===== src/rtl/pbst_pkg.sv =====
// pbst_pkg: shared types and codes of the paged bitmap slot table
// request kinds, result status codes, field widths and the result beat struct
// no dependencies
package pbst_pkg;

  localparam int VALUE_W     = 32;
  localparam int PAGE_IDX_W  = 3;
  localparam int SLOT_IDX_W  = 3;
  localparam int ITEM_CNT_W  = 7;
  localparam int PAGE_CNT_W  = 4;
  localparam int CAP_W       = 4;

  typedef enum logic [1:0] {
    REQ_INSERT  = 2'd0,
    REQ_REMOVE  = 2'd1,
    REQ_SEARCH  = 2'd2,
    REQ_COMPACT = 2'd3
  } req_type_t;

  typedef enum logic [2:0] {
    ST_OK        = 3'd0,
    ST_FULL      = 3'd1,
    ST_NO_PAGES  = 3'd2,
    ST_NOT_FOUND = 3'd3,
    ST_BAD_LOC   = 3'd4
  } status_t;

  typedef struct packed {
    req_type_t               req_type;
    logic [VALUE_W-1:0]      value;
    logic [PAGE_IDX_W-1:0]   page_index;
    logic [SLOT_IDX_W-1:0]   slot_index;
  } req_t;

  typedef struct packed {
    status_t                 status;
    logic [PAGE_IDX_W-1:0]   found_page;
    logic [SLOT_IDX_W-1:0]   found_slot;
    logic [ITEM_CNT_W-1:0]   item_count;
    logic [PAGE_CNT_W-1:0]   page_count;
    logic                    last;
  } res_t;

endpackage


===== src/rtl/pbst_ram.sv =====
// pbst_ram: generic single write, single read port RAM with registered read
// read data holds when no read is issued
// no dependencies
module pbst_ram #(
  parameter int WIDTH = 32,
  parameter int DEPTH = 64
) (
  input  logic                                   clk,
  input  logic                                   wr_en,
  input  logic [(DEPTH > 1 ? $clog2(DEPTH) : 1)-1:0] wr_addr,
  input  logic [WIDTH-1:0]                       wr_data,
  input  logic                                   rd_en,
  input  logic [(DEPTH > 1 ? $clog2(DEPTH) : 1)-1:0] rd_addr,
  output logic [WIDTH-1:0]                       rd_data
);

  logic [WIDTH-1:0] mem [DEPTH];

  always_ff @(posedge clk) begin
    if (wr_en) begin
      mem[wr_addr] <= wr_data;
    end
    if (rd_en) begin
      rd_data <= mem[rd_addr];
    end
  end

endmodule


===== src/rtl/pbst_outreg.sv =====
// pbst_outreg: result register between the sequencer and the output stream
// depends on pbst_pkg for the result struct
module pbst_outreg
  import pbst_pkg::*;
(
  input  logic clk,
  input  logic rst,
  input  logic push,
  input  res_t res,
  output logic free,
  output logic valid,
  input  logic ready,
  output res_t data
);

  assign free = !valid || ready;

  always_ff @(posedge clk) begin
    if (rst) begin
      valid <= 1'b0;
    end else if (push) begin
      valid <= 1'b1;
    end else if (ready) begin
      valid <= 1'b0;
    end
  end

  always_ff @(posedge clk) begin
    if (push) begin
      data <= res;
    end
  end

endmodule


===== src/rtl/pbst_seq.sv =====
// pbst_seq: request sequencer, occupancy bitmaps, counters and slot scan
// depends on pbst_pkg and pbst_ram
module pbst_seq
  import pbst_pkg::*;
#(
  parameter int MAX_PAGES      = 8,
  parameter int SLOTS_PER_PAGE = 8
) (
  input  logic             clk,
  input  logic             rst,
  input  logic             req_valid,
  output logic             req_ready,
  input  req_t             req,
  input  logic             cfg_we,
  input  logic [CAP_W-1:0] cfg_data,
  input  logic             out_free,
  output logic             push,
  output res_t             res
);

  localparam int DEPTH    = MAX_PAGES * SLOTS_PER_PAGE;
  localparam int AW       = DEPTH > 1 ? $clog2(DEPTH) : 1;
  localparam int PIW      = MAX_PAGES > 1 ? $clog2(MAX_PAGES) : 1;
  localparam int SIW      = SLOTS_PER_PAGE > 1 ? $clog2(SLOTS_PER_PAGE) : 1;
  localparam int OCC_ROWS = 1 << PIW;

  typedef enum logic [2:0] {
    S_IDLE,
    S_INS,
    S_REM,
    S_SCAN,
    S_USE,
    S_DONE
  } state_t;

  function automatic logic [CAP_W-1:0] eff_cap(input logic [CAP_W-1:0] c);
    logic [CAP_W-1:0] r;
    r = c;
    if (c == '0) r = CAP_W'(1);
    else if (c > CAP_W'(SLOTS_PER_PAGE)) r = CAP_W'(SLOTS_PER_PAGE);
    return r;
  endfunction

  function automatic logic [AW-1:0] addr_of(input logic [PAGE_CNT_W-1:0] p,
                                            input logic [SLOT_IDX_W-1:0] s);
    return AW'(32'(p) * SLOTS_PER_PAGE + 32'(s));
  endfunction

  state_t                     state, state_next;
  req_t                       cur;
  logic [CAP_W-1:0]           cap;
  logic [SLOTS_PER_PAGE-1:0]  occ [OCC_ROWS];
  logic [PAGE_CNT_W-1:0]      pages, pages_next;
  logic [ITEM_CNT_W-1:0]      items, items_next;
  logic [PAGE_CNT_W-1:0]      rp, wp;
  logic [SLOT_IDX_W-1:0]      rs, ws;
  logic                       have, have_next;
  logic [PAGE_IDX_W-1:0]      hp;
  logic [SLOT_IDX_W-1:0]      hs;

  logic [SLOTS_PER_PAGE-1:0]  cap_mask, occ_rp, free_vec, occ_pg;
  logic [SLOT_IDX_W-1:0]      free_slot;
  logic                       scan_end, rs_last, ws_last, scan_occ, rem_bit, match;
  logic                       adv_r, adv_w, adv_p, set_en, clr_en, take_match;
  logic [PAGE_CNT_W-1:0]      set_p, clr_p;
  logic [SLOT_IDX_W-1:0]      set_s, clr_s;

  logic                       rd_en, wr_en;
  logic [AW-1:0]              rd_addr, wr_addr;
  logic [VALUE_W-1:0]         wr_data, rd_data;

  pbst_ram #(
    .WIDTH (VALUE_W),
    .DEPTH (DEPTH)
  ) u_slots (
    .clk     (clk),
    .wr_en   (wr_en),
    .wr_addr (wr_addr),
    .wr_data (wr_data),
    .rd_en   (rd_en),
    .rd_addr (rd_addr),
    .rd_data (rd_data)
  );

  assign req_ready = (state == S_IDLE) && !cfg_we;

  always_comb begin
    for (int i = 0; i < SLOTS_PER_PAGE; i++) begin
      cap_mask[i] = (CAP_W'(i) < cap);
    end
    occ_rp    = occ[rp[PIW-1:0]];
    free_vec  = ~occ_rp & cap_mask;
    free_slot = '0;
    for (int i = SLOTS_PER_PAGE - 1; i >= 0; i--) begin
      if (free_vec[i]) free_slot = SLOT_IDX_W'(i);
    end
    scan_end = (rp >= pages);
    rs_last  = ((CAP_W'(rs) + CAP_W'(1)) >= cap);
    ws_last  = ((CAP_W'(ws) + CAP_W'(1)) >= cap);
    scan_occ = occ_rp[rs[SIW-1:0]];
    occ_pg   = occ[cur.page_index[PIW-1:0]];
    rem_bit  = (PAGE_CNT_W'(cur.page_index) < pages) &&
               (CAP_W'(cur.slot_index) < cap) ? occ_pg[cur.slot_index[SIW-1:0]] : 1'b0;
    match    = (rd_data == cur.value);
  end

  always_comb begin
    state_next = state;
    pages_next = pages;
    items_next = items;
    have_next  = have;
    take_match = 1'b0;
    push       = 1'b0;
    res        = '0;
    res.status = ST_OK;
    rd_en      = 1'b0;
    rd_addr    = addr_of(rp, rs);
    wr_en      = 1'b0;
    wr_addr    = addr_of(wp, ws);
    wr_data    = rd_data;
    adv_r      = 1'b0;
    adv_w      = 1'b0;
    adv_p      = 1'b0;
    set_en     = 1'b0;
    clr_en     = 1'b0;
    set_p      = wp;
    set_s      = ws;
    clr_p      = rp;
    clr_s      = rs;
    case (state)
      S_IDLE: begin
        if (req_valid) begin
          have_next = 1'b0;
          case (req.req_type)
            REQ_INSERT: begin
              state_next = S_INS;
              if (pages == '0) pages_next = PAGE_CNT_W'(1);
            end
            REQ_REMOVE: state_next = S_REM;
            default:    state_next = (pages == '0) ? S_DONE : S_SCAN;
          endcase
        end
      end
      S_INS: begin
        res.last = 1'b1;
        wr_data  = cur.value;
        if (scan_end) begin
          if (out_free) begin
            push       = 1'b1;
            state_next = S_IDLE;
            if (pages < PAGE_CNT_W'(MAX_PAGES)) begin
              res.found_page = PAGE_IDX_W'(pages);
              wr_en      = 1'b1;
              wr_addr    = addr_of(pages, '0);
              set_en     = 1'b1;
              set_p      = pages;
              set_s      = '0;
              pages_next = pages + PAGE_CNT_W'(1);
              items_next = items + ITEM_CNT_W'(1);
            end else begin
              res.status = ST_FULL;
            end
          end
        end else if (free_vec != '0) begin
          if (out_free) begin
            push           = 1'b1;
            state_next     = S_IDLE;
            res.found_page = PAGE_IDX_W'(rp);
            res.found_slot = free_slot;
            wr_en          = 1'b1;
            wr_addr        = addr_of(rp, free_slot);
            set_en         = 1'b1;
            set_p          = rp;
            set_s          = free_slot;
            items_next     = items + ITEM_CNT_W'(1);
          end
        end else begin
          adv_p = 1'b1;
        end
      end
      S_REM: begin
        res.last = 1'b1;
        if (out_free) begin
          push       = 1'b1;
          state_next = S_IDLE;
          if (pages == '0) begin
            res.status = ST_NO_PAGES;
          end else if (!rem_bit) begin
            res.status = ST_BAD_LOC;
          end else begin
            res.found_page = cur.page_index;
            res.found_slot = cur.slot_index;
            clr_en         = 1'b1;
            clr_p          = PAGE_CNT_W'(cur.page_index);
            clr_s          = cur.slot_index;
            items_next     = items - ITEM_CNT_W'(1);
          end
        end
      end
      S_SCAN: begin
        if (scan_end) begin
          state_next = S_DONE;
        end else if (scan_occ) begin
          rd_en      = 1'b1;
          state_next = S_USE;
        end else begin
          adv_r = 1'b1;
        end
      end
      S_USE: begin
        if (cur.req_type == REQ_COMPACT) begin
          wr_en      = 1'b1;
          clr_en     = 1'b1;
          set_en     = 1'b1;
          adv_w      = 1'b1;
          adv_r      = 1'b1;
          state_next = S_SCAN;
        end else if (!(match && have && !out_free)) begin
          if (match && have) begin
            push           = 1'b1;
            res.found_page = hp;
            res.found_slot = hs;
          end
          take_match = match;
          have_next  = have | match;
          adv_r      = 1'b1;
          state_next = S_SCAN;
        end
      end
      S_DONE: begin
        res.last = 1'b1;
        if (out_free) begin
          push       = 1'b1;
          state_next = S_IDLE;
          if (pages == '0) begin
            res.status = ST_NO_PAGES;
          end else if (cur.req_type == REQ_COMPACT) begin
            pages_next = (ws == '0) ? wp : wp + PAGE_CNT_W'(1);
          end else if (have) begin
            res.found_page = hp;
            res.found_slot = hs;
          end else begin
            res.status = ST_NOT_FOUND;
          end
        end
      end
      default: state_next = S_IDLE;
    endcase
    res.item_count = items_next;
    res.page_count = pages_next;
  end

  always_ff @(posedge clk) begin
    if (rst) begin
      state <= S_IDLE;
      cap   <= eff_cap(CAP_W'(8));
      pages <= PAGE_CNT_W'(1);
      items <= '0;
      have  <= 1'b0;
      rp    <= '0;
      rs    <= '0;
      wp    <= '0;
      ws    <= '0;
      for (int i = 0; i < OCC_ROWS; i++) occ[i] <= '0;
    end else if (cfg_we) begin
      cap   <= eff_cap(cfg_data);
      pages <= PAGE_CNT_W'(1);
      items <= '0;
      for (int i = 0; i < OCC_ROWS; i++) occ[i] <= '0;
    end else begin
      state <= state_next;
      pages <= pages_next;
      items <= items_next;
      have  <= have_next;
      if (state == S_IDLE && req_valid) begin
        cur  <= req;
        rp   <= '0;
        rs   <= '0;
        wp   <= '0;
        ws   <= '0;
      end
      if (take_match) begin
        hp <= PAGE_IDX_W'(rp);
        hs <= rs;
      end
      if (adv_p) rp <= rp + PAGE_CNT_W'(1);
      if (adv_r) begin
        if (rs_last) begin
          rs <= '0;
          rp <= rp + PAGE_CNT_W'(1);
        end else begin
          rs <= rs + SLOT_IDX_W'(1);
        end
      end
      if (adv_w) begin
        if (ws_last) begin
          ws <= '0;
          wp <= wp + PAGE_CNT_W'(1);
        end else begin
          ws <= ws + SLOT_IDX_W'(1);
        end
      end
      if (clr_en && !(set_en && clr_p == set_p && clr_s == set_s)) begin
        occ[clr_p[PIW-1:0]][clr_s[SIW-1:0]] <= 1'b0;
      end
      if (set_en) occ[set_p[PIW-1:0]][set_s[SIW-1:0]] <= 1'b1;
    end
  end

endmodule


===== src/rtl/paged_bitmap_slot_table.sv =====
// paged_bitmap_slot_table: top level, stream ports, config port and field packing
// depends on pbst_pkg, pbst_seq, pbst_outreg
//
// channel   direction  signals                              content
// s_*       in         s_tvalid s_tready s_tdata s_tuser    one request per beat
// m_*       out        m_tvalid m_tready m_tdata m_tuser    result beats, m_tlast on final
// cfg_*     in         cfg_valid cfg_ready cfg_data         page capacity write
//
// insert checks one page bitmap per cycle, then holds until the output register is free
// remove is decided in the single S_REM state; search and compact scan every slot of the pages
// in use, reading the slot RAM only for occupied slots, bound by the single slot RAM read port
// the block is busy from request beat to final result; one result waits in the output register
// reset clears bitmaps and item count and sets page count to one; the slot RAM is not cleared
// a stalled output holds the scan until the pending result beat is taken
module paged_bitmap_slot_table
  import pbst_pkg::*;
#(
  parameter int MAX_PAGES      = 8,
  parameter int SLOTS_PER_PAGE = 8
) (
  input  logic        clk,
  input  logic        rst,
  input  logic        s_tvalid,
  output logic        s_tready,
  input  logic [39:0] s_tdata,    // value[31:0], page_index[34:32], slot_index[37:35], zero
  input  logic [1:0]  s_tuser,    // req_type[1:0]
  output logic        m_tvalid,
  input  logic        m_tready,
  output logic [23:0] m_tdata,    // found_page[2:0], found_slot[5:3], item_count[12:6],
                                  // page_count[16:13], zero
  output logic [2:0]  m_tuser,    // status[2:0]
  output logic        m_tlast,
  input  logic        cfg_valid,
  output logic        cfg_ready,
  input  logic [3:0]  cfg_data
);

  req_t req;
  res_t res, out_res;
  logic push, out_free;

  assign req.req_type   = req_type_t'(s_tuser);
  assign req.value      = s_tdata[31:0];
  assign req.page_index = s_tdata[34:32];
  assign req.slot_index = s_tdata[37:35];

  assign cfg_ready = 1'b1;

  pbst_seq #(
    .MAX_PAGES      (MAX_PAGES),
    .SLOTS_PER_PAGE (SLOTS_PER_PAGE)
  ) u_seq (
    .clk       (clk),
    .rst       (rst),
    .req_valid (s_tvalid),
    .req_ready (s_tready),
    .req       (req),
    .cfg_we    (cfg_valid && cfg_ready),
    .cfg_data  (cfg_data),
    .out_free  (out_free),
    .push      (push),
    .res       (res)
  );

  pbst_outreg u_out (
    .clk   (clk),
    .rst   (rst),
    .push  (push),
    .res   (res),
    .free  (out_free),
    .valid (m_tvalid),
    .ready (m_tready),
    .data  (out_res)
  );

  assign m_tdata = {7'd0, out_res.page_count, out_res.item_count,
                    out_res.found_slot, out_res.found_page};
  assign m_tuser = out_res.status;
  assign m_tlast = out_res.last;

endmodule

===== config.mk =====
export PLATFORM = sky130hd
export DESIGN_NAME = paged_bitmap_slot_table
export DESIGN_NICKNAME = d
export VERILOG_FILES = /design/src/rtl/pbst_pkg.sv /design/src/rtl/pbst_ram.sv /design/src/rtl/pbst_outreg.sv /design/src/rtl/pbst_seq.sv /design/src/rtl/paged_bitmap_slot_table.sv
export SDC_FILE = /design/constraint.sdc
export NUM_CORES = 2
export LEC_CHECK = 0
export ABC_AREA = 1
export BUFFER_PORTS_ARGS = -buffer_cell sky130_fd_sc_hd__buf_2
export CORE_AREA = 5 5 465 467
export DETAILED_ROUTE_END_ITERATION = 7
export DIE_AREA = 0 0 470 472
export HOLD_SLACK_MARGIN = 0.05
export PLACE_DENSITY = 0.72
export SYNTH_ARGS = -nofsm -noshare
export SYNTH_HDL_FRONTEND = slang
export SYNTH_HIERARCHICAL = 1
export SYNTH_SLANG_ARGS = --single-unit

===== constraint.sdc =====
create_clock -name clk -period 5 [get_ports clk]
set_clock_uncertainty 0.2 [all_clocks]
set_input_delay 0.5 -clock clk [delete_from_list [all_inputs] [get_ports clk]]
set_output_delay 0.5 -clock clk [all_outputs]
set_load 0.01 [all_outputs]

==> results by group <==
Worst setup path
  • Crit. End Element: register
  • Setup Crit Path Kind: register to register
  • CP Max Fanout: 32
  • Startpoint types: register
  • Worst EP arrival: 4.62 ns
  • Critical Path RT: 5.29 ns

CTS
  • CTS Buf Count: 217
  • CTS max path bufs: 3
  • Worst skew pair latency: 0.89 ns
  • Cts repair resizes: 0
  • Clock sink count: 2251
  • CTS root buf: clkbuf_16
  • TritonCTS clock tree: built
  • Post-CTS Setup Bufs: 0
  • Clock transition at path regs: 0.06 ns
  • Htree depth: 4

Logic synthesis
  • Number of enable flip-flop cells after synthesis: 2147
  • Top-count cell post-synth: nand2_1
  • Synth area leader: edfxtp_1
  • Synth Flop Type: edfxtp_1
  • Top cells by count, synth: nand2_1, edfxtp_1, nand3_1, buf_2, nor2_1
  • Share of the synthesized area in the top cell type: 0.6826
  • Post-Syn Area per Cell: 11.17 µm²
  • Synth top area cells: edfxtp_1, nand2_1, nand3_1
  • Yosys reg bits: 2251
  • Cells after Synth: 8454
  • Synth cell types: 53
  • Synth Cell Area: 94450 µm²
  • Yosys warns: 6
  • Ys async rst share: 0
  • Seq/Total Area, Yosys: 0.7047

STA
  • Final Hold Vio Count: 0
  • Final Cycle Share: 0.8662
  • Unrepaired setup endpoints after global routing: no
  • Slew Viols, Final: 0
  • FMAX: 230.9 MHz
  • Final min period: 4.331 ns
  • Worst slew margin: 0.07135
  • Least-Margin Pin Slew: 1.388 ns
  • Final setup vio count: 0
  • Hold slack: 0.1488 ns

Power
  • Peak supply drop: 0.4126 mV
  • Cell Pwr Density: 406.8 nW/µm²
  • Total leakage power: 0.03781 µW

Die
  • DIE AREA: 221800 µm²
  • Starting Density: 0.4471
  • Core ar.: 211200 µm²
  • I/O Pins: 82
  • Site Rows: 169
  • Die W: 470 µm
  • Chip height: 472 µm

Place
  • DP HPWL: 150300 µm
  • Gpl congestion: 0.8961
  • # port buffers: 71
  • Dpl cell area: 99130 µm²

Route
  • Post-route DRC: 0
  • Via density: 5.749
  • WL/cell: 23.24 µm
  • DRT Wirelength: 267700 µm
  • First-pass DRT Iterations: 6
  • DR vias: 66200
  • Final antenna-violating net count: 0
  • Iter 0 DRT Violations: 8901

Global routing
  • Overflow after GRT: 0
  • Initial antenna violation count: 8
  • First-pass GRT wire length: 396200 µm
  • GRT Util Overall: 0.2338
  • Largest net degree at the start of global routing: 187
  • Number of global-route vias before repair: 62820

Status
  • Outcome: completed

Finish
  • Area grow syn2layout: 13.03%
  • Final net count: 8586
  • Design Area, Final: 106800 µm²
  • Layout Utilization: 0.5054
  • Fraction of layout cells with a size suffix above 1: 0.08988

Run
  • Max-cap violations: 0

Min path
  • Min-delay worst type: input port to register
==> repair_timing <==
action / in CTS / in global routing
endpoints found under the hold margin: 68 / 0
endpoints found under the setup margin: 0 / 0
hold buffers: 51 / 0
==> layout make-up <==
class,instances,area [µm²]
Timing Repair Buffer,346,3699
Sequential cell,2251,66570
Fill cell,17660,104500
Clock buffer,268,5705
Inverter,203,805.8
Tap cell,2821,3530
Multi-Input combinational cell,5490,25040
Clock inverter,131,1396
Antenna cell,5,12.51
==> through the flow <==
stage / instances / worst slack [ns] / TNS, ns / total power, µW
global route: 11510 / 0.3913 / 0 / 44860
finish: 11520 / 0.6689 / 0 / 43430
CTS: 11510 / 0.7505 / 0 / 43490
global placement: 11060 / 0.7785 / 0 / 27160
detailed placement: 11060 / 0.7727 / 0 / 27300
floorplan: 8460 / -0.09294 / -11.90 / 25320
==> layout by cell type (no fill, tap or decap), drive strengths merged, types with 22 or more instances in the layout <==
cell type    count
a21oi           41
buf            295
bufinv          22
clkbuf         268
clkinv          89
dfxtp          104
dlygate4sd3     51
edfxtp        2147
ha              26
inv            210
nand2         2879
nand3         2065
nand4           82
nor2           216
nor3            24
o21ai           59
xnor2           30
==> worst max-delay path: stages (launching register included) <==
cell	delay [ns]
dfxtp_1	0.38
inv_1	0.16
ha_1	0.34
inv_1	0.06
nor2_1	0.03
o211ai_1	0.15
nand3_1	0.19
buf_4	0.24
inv_1	0.42
nand2_4	0.14
nand2_8	0.14
nand2_2	0.06
nand2_2	0.25
inv_1	0.14
nor3_1	0.28
inv_1	0.19
nor3_2	0.24
buf_12	0.30
==> state kept, by name (all words and copies together), names as in the netlist, named ones only <==
signal                 flops
u_seq/u_slots/mem       2048
u_seq/occ                 64
u_seq/cur                 40
u_seq/u_slots/rd_data     32
u_out/data                21
u_seq/items                7
u_seq/cap                  4
u_seq/pages                4
u_seq/rp                   4
u_seq/wp                   4
u_seq/hp                   3
u_seq/hs                   3
u_seq/rs                   3
u_seq/state                3
u_seq/ws                   3
u_out/valid                1
u_seq/have                 1
==> path summary, 6_finish.rpt <==
| kind | depth (start not counted) | end | start | slack, ns |
|---|---|---|---|---|
| worst min-delay path | 2 | u_seq/cur[12]$_DFFE_PP_ | s_tdata[6] | 0.15 |
| worst max register to register | 17 | u_seq/u_slots/mem[55][4]$_DFFE_PP_ | u_seq/pages[1]$_SDFF_PP0_ | 0.67 |
| worst min register to register | 4 | u_seq/occ[7][5]$_DFF_P_ | u_seq/occ[7][5]$_DFF_P_ | 0.34 |
| worst max-delay path | 17 | u_seq/u_slots/mem[55][4]$_DFFE_PP_ | u_seq/pages[1]$_SDFF_PP0_ | 0.67 |
==> metal layers <==
layer / routed length, µm / share of wire / up-vias / GRT usage
met5: 9 / 0.000034 / - / 0
met4: 10760 / 0.040 / 2 / 0.09116
met3: 30950 / 0.12 / 580 / 0.05370
met2: 122100 / 0.46 / 3868 / 0.3616
met1: 103800 / 0.39 / 32030 / 0.3231
li1: - / - / 29720 / -
==> cell families after synthesis <==
kind of cell	share of synthesized area
and+or+nand+nor	0.2416
DFF	0.7047
buffers and inverters	0.03700
AOI/OAI and AO/OA	0.009141
xor gates and xnor gates	0.003988
adders and majority gates	0.003444
other	0.00007952
muxes	0.0001192
==> power breakdown <==
| group | internal [µW] | switching [µW] |
|---|---|---|
| combinational | 1430 | 4310 |
| sequential | 21200 | 119 |
| clock | 9260 | 7100 |
Note: power is estimated with default switching activity, not from simulation.
